File: src/rtl/pfrc_pkg.sv
// Shared types and constants of the packet filter rule chain block.
package pfrc_pkg;

  localparam int unsigned RulesDefault = 16;

  typedef enum logic [2:0] {
    MODE_APPEND  = 3'd0,
    MODE_INSERT  = 3'd1,
    MODE_REPLACE = 3'd2,
    MODE_DELETE  = 3'd3,
    MODE_CLEAR   = 3'd4,
    MODE_TEST    = 3'd5
  } mode_e;

  typedef enum logic [1:0] {
    ST_OK        = 2'd0,
    ST_BAD_CHAIN = 2'd1,
    ST_NO_ENTRY  = 2'd2,
    ST_FULL      = 2'd3
  } status_e;

  typedef enum logic [1:0] {
    CFG_INPUT   = 2'd0,
    CFG_FORWARD = 2'd1,
    CFG_OUTPUT  = 2'd2
  } cfg_e;

  localparam logic [1:0] TgtDrop   = 2'd1;
  localparam logic [1:0] TgtAccept = 2'd2;

  localparam int unsigned FlagProto = 4;
  localparam int unsigned NegShift  = 7;

  typedef enum logic [7:0] {
    S_IDLE   = 8'b0000_0001,
    S_DEC    = 8'b0000_0010,
    S_WALK   = 8'b0000_0100,
    S_READ   = 8'b0000_1000,
    S_CMP    = 8'b0001_0000,
    S_APPLY  = 8'b0010_0000,
    S_CLEAR  = 8'b0100_0000,
    S_RESULT = 8'b1000_0000
  } state_e;

  // Rule payload kept in the pool.
  typedef struct packed {
    logic [47:0] smac;
    logic [47:0] dmac;
    logic [31:0] sip;
    logic [31:0] dip;
    logic [1:0]  proto;
    logic [15:0] sport;
    logic [15:0] dport;
    logic [13:0] flags;
    logic [1:0]  target;
  } rule_t;

  function automatic logic field_ok(logic [13:0] rf, logic [13:0] tf, int unsigned bit_i,
                                    logic eq);
    logic r;
    r = 1'b1;
    if (rf[bit_i]) begin
      if (!tf[bit_i]) r = 1'b0;
      else r = eq ^ rf[bit_i+NegShift];
    end
    return r;
  endfunction

endpackage

File: src/rtl/packet_filter_rule_chain.sv
// Top level of the packet filter rule chain block.
// One transaction is taken at a time and ready stays low until its result is taken. A test
// walks the chain's linked list through the rule memory after the decode state DEC, each entry
// passing through WALK (issue the registered read), READ (wait) and CMP (compare); the number
// of entries walked is at most RULES. Append, insert, replace and delete step through the
// links at one entry per cycle, and a clear returns one entry per cycle to the free list.
// The rule memory needs no clearing pass after reset.
module packet_filter_rule_chain #(
  parameter int unsigned RULES = pfrc_pkg::RulesDefault
) (
  input  logic        clk_i,
  input  logic        rst_ni,
  input  logic        cfg_we_i,
  input  logic [1:0]  cfg_index_i,
  input  logic [1:0]  cfg_data_i,
  input  logic        in_valid_i,
  output logic        in_ready_o,
  input  logic [2:0]  mode_i,
  input  logic [1:0]  chain_i,
  input  logic [7:0]  index_i,
  input  logic [1:0]  target_i,
  input  logic [47:0] src_mac_i,
  input  logic [47:0] dst_mac_i,
  input  logic [31:0] src_ip_i,
  input  logic [31:0] dst_ip_i,
  input  logic [1:0]  proto_i,
  input  logic [15:0] src_port_i,
  input  logic [15:0] dst_port_i,
  input  logic [13:0] match_flags_i,
  output logic        out_valid_o,
  input  logic        out_ready_i,
  output logic [1:0]  status_o,
  output logic        differs_o,
  output logic [1:0]  verdict_o,
  output logic        rule_hit_o,
  output logic [7:0]  hit_position_o
);

  localparam int unsigned LW = $clog2(RULES + 1);
  localparam int unsigned IW = (RULES > 1) ? $clog2(RULES) : 1;
  localparam logic [LW-1:0] None = LW'(RULES);

  pfrc_pkg::state_e state_q, state_d;

  pfrc_pkg::rule_t mem [RULES];
  pfrc_pkg::rule_t rd_q;
  logic [LW-1:0] link_q [RULES];
  logic [LW-1:0] head_q [3];
  logic [LW-1:0] free_q;
  logic [1:0]    dflt_q [3];

  logic [2:0]    mode_q;
  logic [1:0]    chain_q;
  logic [7:0]    idx_q;
  pfrc_pkg::rule_t pkt_q;
  logic [LW-1:0] cur_q, prev_q;
  logic [8:0]    pos_q;
  logic [1:0]    status_q, verdict_q;
  logic          differs_q, hit_q, busy_q;
  logic [7:0]    hpos_q;

  logic          cur_ok, want_pos, match;
  logic [IW-1:0] cur_ix, prev_ix, free_ix;

  assign in_ready_o     = state_q == pfrc_pkg::S_IDLE;
  assign out_valid_o    = state_q == pfrc_pkg::S_RESULT;
  assign status_o       = status_q;
  assign differs_o      = differs_q;
  assign verdict_o      = verdict_q;
  assign rule_hit_o     = hit_q;
  assign hit_position_o = hpos_q;

  assign cur_ok  = cur_q < None;
  assign cur_ix  = cur_q[IW-1:0];
  assign prev_ix = prev_q[IW-1:0];
  assign free_ix = free_q[IW-1:0];
  assign want_pos = (mode_q == pfrc_pkg::MODE_APPEND) ? 1'b0 : (pos_q == {1'b0, idx_q});

  always_comb begin
    logic pok;
    logic tnp, rnp;
    tnp = pkt_q.flags[pfrc_pkg::FlagProto + pfrc_pkg::NegShift];
    rnp = rd_q.flags[pfrc_pkg::FlagProto + pfrc_pkg::NegShift];
    pok = (pkt_q.proto != 2'd0 && rd_q.proto != 2'd0 &&
           pfrc_pkg::field_ok(rd_q.flags, pkt_q.flags, pfrc_pkg::FlagProto,
                              pkt_q.proto == rd_q.proto))
        || (pkt_q.proto == 2'd0 && !tnp && rd_q.proto == 2'd0 && !rnp)
        || (pkt_q.proto != 2'd0 && rd_q.proto == 2'd0 && !rnp);
    match = (rd_q.target == pfrc_pkg::TgtDrop || rd_q.target == pfrc_pkg::TgtAccept)
        && pfrc_pkg::field_ok(rd_q.flags, pkt_q.flags, 0, rd_q.smac == pkt_q.smac)
        && pfrc_pkg::field_ok(rd_q.flags, pkt_q.flags, 1, rd_q.dmac == pkt_q.dmac)
        && pfrc_pkg::field_ok(rd_q.flags, pkt_q.flags, 2, rd_q.sip == pkt_q.sip)
        && pfrc_pkg::field_ok(rd_q.flags, pkt_q.flags, 3, rd_q.dip == pkt_q.dip)
        && pok
        && pfrc_pkg::field_ok(rd_q.flags, pkt_q.flags, 5, rd_q.sport == pkt_q.sport)
        && pfrc_pkg::field_ok(rd_q.flags, pkt_q.flags, 6, rd_q.dport == pkt_q.dport);
  end

  always_comb begin
    state_d = state_q;
    case (state_q)
      pfrc_pkg::S_IDLE: if (in_valid_i) state_d = pfrc_pkg::S_DEC;
      pfrc_pkg::S_DEC: begin
        state_d = pfrc_pkg::S_RESULT;
        case (mode_q)
          pfrc_pkg::MODE_APPEND, pfrc_pkg::MODE_INSERT, pfrc_pkg::MODE_CLEAR,
          pfrc_pkg::MODE_TEST: begin
            if (chain_q == 2'd3) state_d = pfrc_pkg::S_RESULT;
            else if (mode_q == pfrc_pkg::MODE_CLEAR) state_d = pfrc_pkg::S_CLEAR;
            else if (mode_q == pfrc_pkg::MODE_TEST) state_d = pfrc_pkg::S_WALK;
            else if (free_q >= None) state_d = pfrc_pkg::S_RESULT;
            else state_d = pfrc_pkg::S_WALK;
          end
          pfrc_pkg::MODE_REPLACE, pfrc_pkg::MODE_DELETE: begin
            if (chain_q != 2'd3) state_d = pfrc_pkg::S_WALK;
          end
          default: ;
        endcase
      end
      pfrc_pkg::S_WALK: begin
        if (!cur_ok || pos_q >= 9'(RULES)) begin
          if (mode_q == pfrc_pkg::MODE_TEST) state_d = pfrc_pkg::S_RESULT;
          else state_d = pfrc_pkg::S_APPLY;
        end else if (mode_q == pfrc_pkg::MODE_TEST) begin
          state_d = pfrc_pkg::S_READ;
        end else if (want_pos) begin
          state_d = pfrc_pkg::S_APPLY;
        end
      end
      pfrc_pkg::S_READ:   state_d = pfrc_pkg::S_CMP;
      pfrc_pkg::S_CMP:    state_d = match ? pfrc_pkg::S_RESULT : pfrc_pkg::S_WALK;
      pfrc_pkg::S_APPLY:  state_d = pfrc_pkg::S_RESULT;
      pfrc_pkg::S_CLEAR:  if (!cur_ok || pos_q >= 9'(RULES)) state_d = pfrc_pkg::S_RESULT;
      pfrc_pkg::S_RESULT: if (out_ready_i) state_d = pfrc_pkg::S_IDLE;
      default:            state_d = pfrc_pkg::S_IDLE;
    endcase
  end

  // Rule memory: one write port, one registered read port.
  always_ff @(posedge clk_i) begin
    if (state_q == pfrc_pkg::S_WALK && cur_ok) rd_q <= mem[cur_ix];
    if (state_q == pfrc_pkg::S_APPLY && busy_q) begin
      if ((mode_q == pfrc_pkg::MODE_APPEND || mode_q == pfrc_pkg::MODE_INSERT))
        mem[free_ix] <= pkt_q;
      else if (mode_q == pfrc_pkg::MODE_REPLACE) mem[cur_ix] <= pkt_q;
    end
  end

  always_ff @(posedge clk_i) begin
    if (state_q == pfrc_pkg::S_IDLE && in_valid_i) begin
      mode_q  <= mode_i;
      chain_q <= chain_i;
      idx_q   <= index_i;
      pkt_q   <= '{smac: src_mac_i, dmac: dst_mac_i, sip: src_ip_i, dip: dst_ip_i,
                   proto: proto_i, sport: src_port_i, dport: dst_port_i,
                   flags: match_flags_i, target: target_i};
    end
  end

  always_ff @(posedge clk_i or negedge rst_ni) begin
    if (!rst_ni) begin
      state_q   <= pfrc_pkg::S_IDLE;
      for (int i = 0; i < RULES; i++) link_q[i] <= LW'(i + 1);
      for (int c = 0; c < 3; c++) begin
        head_q[c] <= None;
        dflt_q[c] <= pfrc_pkg::TgtAccept;
      end
      free_q    <= '0;
      cur_q     <= None;
      prev_q    <= None;
      pos_q     <= '0;
      busy_q    <= 1'b0;
      status_q  <= pfrc_pkg::ST_OK;
      verdict_q <= '0;
      differs_q <= 1'b0;
      hit_q     <= 1'b0;
      hpos_q    <= '0;
    end else begin
      state_q <= state_d;
      if (cfg_we_i && (cfg_data_i == pfrc_pkg::TgtDrop || cfg_data_i == pfrc_pkg::TgtAccept)) begin
        case (cfg_index_i)
          pfrc_pkg::CFG_INPUT:   dflt_q[0] <= cfg_data_i;
          pfrc_pkg::CFG_FORWARD: dflt_q[1] <= cfg_data_i;
          pfrc_pkg::CFG_OUTPUT:  dflt_q[2] <= cfg_data_i;
          default: ;
        endcase
      end
      case (state_q)
        pfrc_pkg::S_DEC: begin
          status_q  <= pfrc_pkg::ST_OK;
          verdict_q <= '0;
          differs_q <= 1'b0;
          hit_q     <= 1'b0;
          hpos_q    <= '0;
          pos_q     <= '0;
          prev_q    <= None;
          busy_q    <= 1'b0;
          cur_q     <= (chain_q == 2'd3) ? None : head_q[chain_q];
          case (mode_q)
            pfrc_pkg::MODE_APPEND, pfrc_pkg::MODE_INSERT, pfrc_pkg::MODE_CLEAR,
            pfrc_pkg::MODE_TEST: begin
              if (chain_q == 2'd3) status_q <= pfrc_pkg::ST_BAD_CHAIN;
              else if (mode_q == pfrc_pkg::MODE_APPEND || mode_q == pfrc_pkg::MODE_INSERT) begin
                if (free_q >= None) status_q <= pfrc_pkg::ST_FULL;
              end
            end
            pfrc_pkg::MODE_REPLACE, pfrc_pkg::MODE_DELETE: begin
              if (chain_q == 2'd3) status_q <= pfrc_pkg::ST_NO_ENTRY;
            end
            default: ;
          endcase
        end
        pfrc_pkg::S_WALK: begin
          if (!cur_ok || pos_q >= 9'(RULES)) begin
            if (mode_q == pfrc_pkg::MODE_TEST) begin
              verdict_q <= dflt_q[chain_q];
              differs_q <= pkt_q.target != dflt_q[chain_q];
            end else begin
              busy_q  <= (mode_q == pfrc_pkg::MODE_APPEND || mode_q == pfrc_pkg::MODE_INSERT);
              if (!(mode_q == pfrc_pkg::MODE_APPEND || mode_q == pfrc_pkg::MODE_INSERT))
                status_q <= pfrc_pkg::ST_NO_ENTRY;
              cur_q   <= None;
            end
          end else if (mode_q == pfrc_pkg::MODE_TEST) begin
            busy_q <= 1'b0;
          end else if (want_pos) begin
            busy_q  <= 1'b1;
          end else begin
            prev_q <= cur_q;
            cur_q  <= link_q[cur_ix];
            pos_q  <= pos_q + 9'd1;
          end
        end
        pfrc_pkg::S_CMP: begin
          if (match) begin
            hit_q     <= 1'b1;
            hpos_q    <= pos_q[7:0];
            verdict_q <= rd_q.target;
            differs_q <= pkt_q.target != rd_q.target;
          end else begin
            cur_q   <= link_q[cur_ix];
            pos_q   <= pos_q + 9'd1;
          end
        end
        pfrc_pkg::S_APPLY: begin
          if (busy_q) begin
            case (mode_q)
              pfrc_pkg::MODE_APPEND, pfrc_pkg::MODE_INSERT: begin
                free_q          <= link_q[free_ix];
                link_q[free_ix] <= cur_q;
                if (prev_q == None) head_q[chain_q] <= free_q;
                else link_q[prev_ix] <= free_q;
              end
              pfrc_pkg::MODE_DELETE: begin
                if (prev_q == None) head_q[chain_q] <= link_q[cur_ix];
                else link_q[prev_ix] <= link_q[cur_ix];
                link_q[cur_ix] <= free_q;
                free_q         <= cur_q;
              end
              default: ;
            endcase
          end
        end
        pfrc_pkg::S_CLEAR: begin
          if (!cur_ok || pos_q >= 9'(RULES)) begin
            head_q[chain_q] <= None;
          end else begin
            link_q[cur_ix] <= free_q;
            free_q         <= cur_q;
            cur_q          <= link_q[cur_ix];
            pos_q          <= pos_q + 9'd1;
          end
        end
        default: ;
      endcase
    end
  end

endmodule

File: config.mk
export PLATFORM = sky130hd
export DESIGN_NAME = packet_filter_rule_chain
export DESIGN_NICKNAME = d
export VERILOG_FILES = /design/src/rtl/pfrc_pkg.sv /design/src/rtl/packet_filter_rule_chain.sv
export SDC_FILE = /design/constraint.sdc
export NUM_CORES = 2
export LEC_CHECK = 0
export BUFFER_PORTS_ARGS = -buffer_cell sky130_fd_sc_hd__buf_2
export CORE_MARGIN = 3
export CORE_UTILIZATION = 60
export CTS_CLUSTER_DIAMETER = 50
export DETAILED_ROUTE_END_ITERATION = 10
export PLACE_DENSITY = 0.79
export SYNTH_ARGS = -nofsm -noshare
export SYNTH_HDL_FRONTEND = slang
export SYNTH_SLANG_ARGS = --single-unit
export TNS_END_PERCENT = 30
File: constraint.sdc
create_clock -name clk_i -period 22.8 [get_ports clk_i]
set_clock_uncertainty 0.1 [all_clocks]
set_input_delay 4.56 -clock clk_i [delete_from_list [all_inputs] [get_ports clk_i]]
set_output_delay 4.56 -clock clk_i [all_outputs]
set_load 0.01 [all_outputs]
==> flow_metrics.py <==
metrics = {
    "status": {
        "outcome": "finished clean",
    },
    "floorplanning": {
        "ios": 248,
        "die_h_um": 510,
        "dieArea_sq_um": 260000,
        "std_cell_rows": 184,
        "core_area_sq_um": 252000,
        "die_w_um": 510,
        "start_util": 0.605,
    },
    "critical_path": {
        "rr_endpoint": "mem[5][6]",
        "worst-path-max-fanout": 5,
        "r2r_slack_ns": 15.25,
        "worstPathArrival_ns": 3.09,
        "crit_type": "reg2out",
        "crit_path_start_kind": "flip-flop",
        "endpoint_kind": "output port",
        "rr_startpoint": "state_q[4]",
        "worstPathRequired_ns": 18.14,
        "reg2reg_depth": 11,
    },
    "timing": {
        "hold_viol_final": 0,
        "worst_pin_slew_ns": 1.31,
        "setup_viol": 0,
        "period_needed_ns": 7.75,
        "max_freq_mhz": 129,
        "relSlewSlack": 0.123,
        "setup_tns_ns": 0,
        "grt_setup_unrepaired": "false",
        "setup_slack_ns": 15.05,
        "maxSlewViolCount": 0,
        "timing.final.crit_share": 0.340,
    },
    "clock_tree": {
        "cts_inserted_buffers": 408,
        "cts_sinks": 3941,
        "cts_tree": "done",
        "cts_setup_buffers": 0,
        "cts_root_buf": "clkbuf_16",
        "cts_resized": 0,
        "clockBufferDepth": 4,
        "h-tree-depth": 5,
        "clock_latency_ns": 0.96,
        "hold_buffers": 0,
        "clkTransAtPathRegs_ns": 0.06,
    },
    "detailed_routing": {
        "wl_um": 409000,
        "dr.pass1.iters": 8,
        "drtIter0Drc": 13285,
        "wl_per_cell_um": 37.8,
        "drc_errors": 0,
        "post_drt_via_cell_ratio": 7.13,
        "ant_nets": 0,
        "dr_total_vias": 77250,
    },
    "pwr": {
        "leakage_nw": 53.4,
        "p_per_area_nw_per_um2": 95.9,
        "peakVddDrop_uv": 93.0,
    },
    "yosys": {
        "synth_area_sq_um": 153000,
        "synth.largest_area_cell": "edfxtp_1",
        "ys_warn_count": 0,
        "ys_ff_latch": 3941,
        "avgSynthCellArea_sq_um": 22.8,
        "syn_nets": 6934,
        "ys_top_cells_by_area": "edfxtp_1 (75%), mux4_2 (16%), dfrtp_1 (1.7%)",
        "async_flop_share": 0.0376,
        "synth_common_cells": "edfxtp_1 (3793), mux4_2 (1100), clkbuf_1 (229)",
        "ys.flop_type": "edfxtp_1",
        "yosysTopAreaCellShare": 0.747,
        "synth_cell_types": 73,
        "synth_edf_count": 3793,
        "seq_area_frac_synth": 0.771,
        "synthCells": 6700,
        "synth_most_common_cell": "edfxtp_1",
    },
    "final_layout": {
        "utilization": 0.680,
        "drive_above_1_share": 0.305,
        "area_delta_synth_final_pct": 12.3,
        "nets": 7377,
        "fin_cells": 10832,
    },
    "worst_hold_path": {
        "hold_path_class": "reg2reg",
        "hold_depth": 2,
        "holdPathEnd": "prev_q[4]",
        "min-delay-start": "prev_q[4]",
    },
    "placement": {
        "dp_hpwl_um": 177000,
        "dp_cells": 10080,
        "place.port_buffers": 247,
        "globalplace.congestion": 0.859,
        "place_ws_ns": 15.59,
    },
    "global_routing": {
        "grt_overflow_total": 0,
        "grt_start_max_net_pins": 129,
        "grt_first_pass_wirelength_um": 588000,
        "grt_pass1_vias": 79468,
        "antenna_found_initial": 21,
        "grtUsageTotal": 0.318,
    },
    "job": {
        "max-cap-violations": 0,
    },
}
==> cell type report <==
type	instances	area, sq um
antenna	17	42.5
clock buffer	485	10600
clock inverter	249	2830
fill	13992	80700
inverter	23	86.3
multi-input combinational	2393	33500
sequential	3941	118000
tap	3348	4190
timing repair buffer	376	2430
==> power by group <==
group          total [W]  switching, W  leakage [nW]  internal, W
Clock            0.00682       0.00288          6.51      0.00394
Sequential       0.00900      0.000508          36.0      0.00849
Combinational   0.000627      0.000408          10.9     0.000219
Total             0.0164       0.00379          53.4       0.0127
==> logic make-up after synthesis <==
| logic type | after synthesis | synth area share |
|---|---|---|
| buffers and inverters | 366 | 0.0101 |
| multiplexers | 1265 | 0.174 |
| XOR/XNOR | 206 | 0.0118 |
| adder cells (fa/ha/maj) | 2 | 0.000164 |
| AO/OA/AOI/OAI | 395 | 0.0159 |
| AND/OR/NAND/NOR | 525 | 0.0168 |
| flip-flops | 3941 | 0.771 |
==> metal layers <==
metal / wire length, um / vias up / GRT usage
met5: 34 / - / 0
met2: 203000 / 6604 / 0.513
met1: 139000 / 40231 / 0.436
met3: 47400 / 1174 / 0.0586
li1: - / 29235 / -
met4: 19700 / 6 / 0.134
==> worst max-delay path, stage by stage (launching register included) <==
cell and delay, ns:
dfrtp_1 0.41, or4_1 0.58, or3_1 0.36, or3b_1 0.45, inv_1 0.16, buf_2 0.16
==> metrics by stage <==
stage	power [W]	hold slack [ns]	cell area, sq um
2_1_floorplan	0.00931	0.347	153000
3_5_place_dp	0.00970	0.368	158000
5_1_grt	0.0168	0.404	171000
3_3_place_gp	0.00964	0.358	158000
6_report	0.0164	0.375	171000
4_1_cts	0.0165	0.374	171000
==> state kept, by name, summed over array words and instances, names as in the netlist <==
register	cells
mode_q	3
busy_q	1
dflt_q	6
head_q	15
cur_q	5
verdict_o	2
link_q	80
state_q	8
status_o	2
free_q	5
differs_o	1
mem	3360
pos_q	9
hit_position_o	8
rule_hit_o	1
chain_q	2
idx_q	8
pkt_q	210
prev_q	5
rd_q	210
==> cells in the final DEF (no fill, tap or decap), types with 20 or more instances in the layout <==
cell type	n
mux4_2	1100
nor2b_1	20
bufinv_16	54
mux2_2	103
o21ai_0	108
nor4_1	31
buf_4	111
edfxtp_1	3793
dfstp_2	42
a22oi_1	84
buf_2	246
clkinv_2	65
inv_1	20
dfrtp_1	100
clkinv_1	69
mux2i_1	62
clkbuf_1	69
a21oi_1	132
xnor2_1	126
nand4_1	44
nor2_1	95
nor2_4	24
o211ai_1	32
clkinvlp_4	26
nand3_1	43
xor2_1	80
clkbuf_16	410
nand2_1	184
==> how the worst max path moves through the flow <==
stage,startpoint,end,slack [ns],depth (start not counted)
2_1_floorplan,state_q[4],mem[0][0],11.03,7
3_3_place_gp,state_q[4],mem[5][43],15.73,11
3_5_place_dp,state_q[4],mem[5][176],15.59,11
4_1_cts,state_q[4],in_ready_o,15.03,5
5_1_grt,state_q[4],in_ready_o,14.95,5
6_report,state_q[4],in_ready_o,15.05,5
Power figures use the tool's default switching activity.
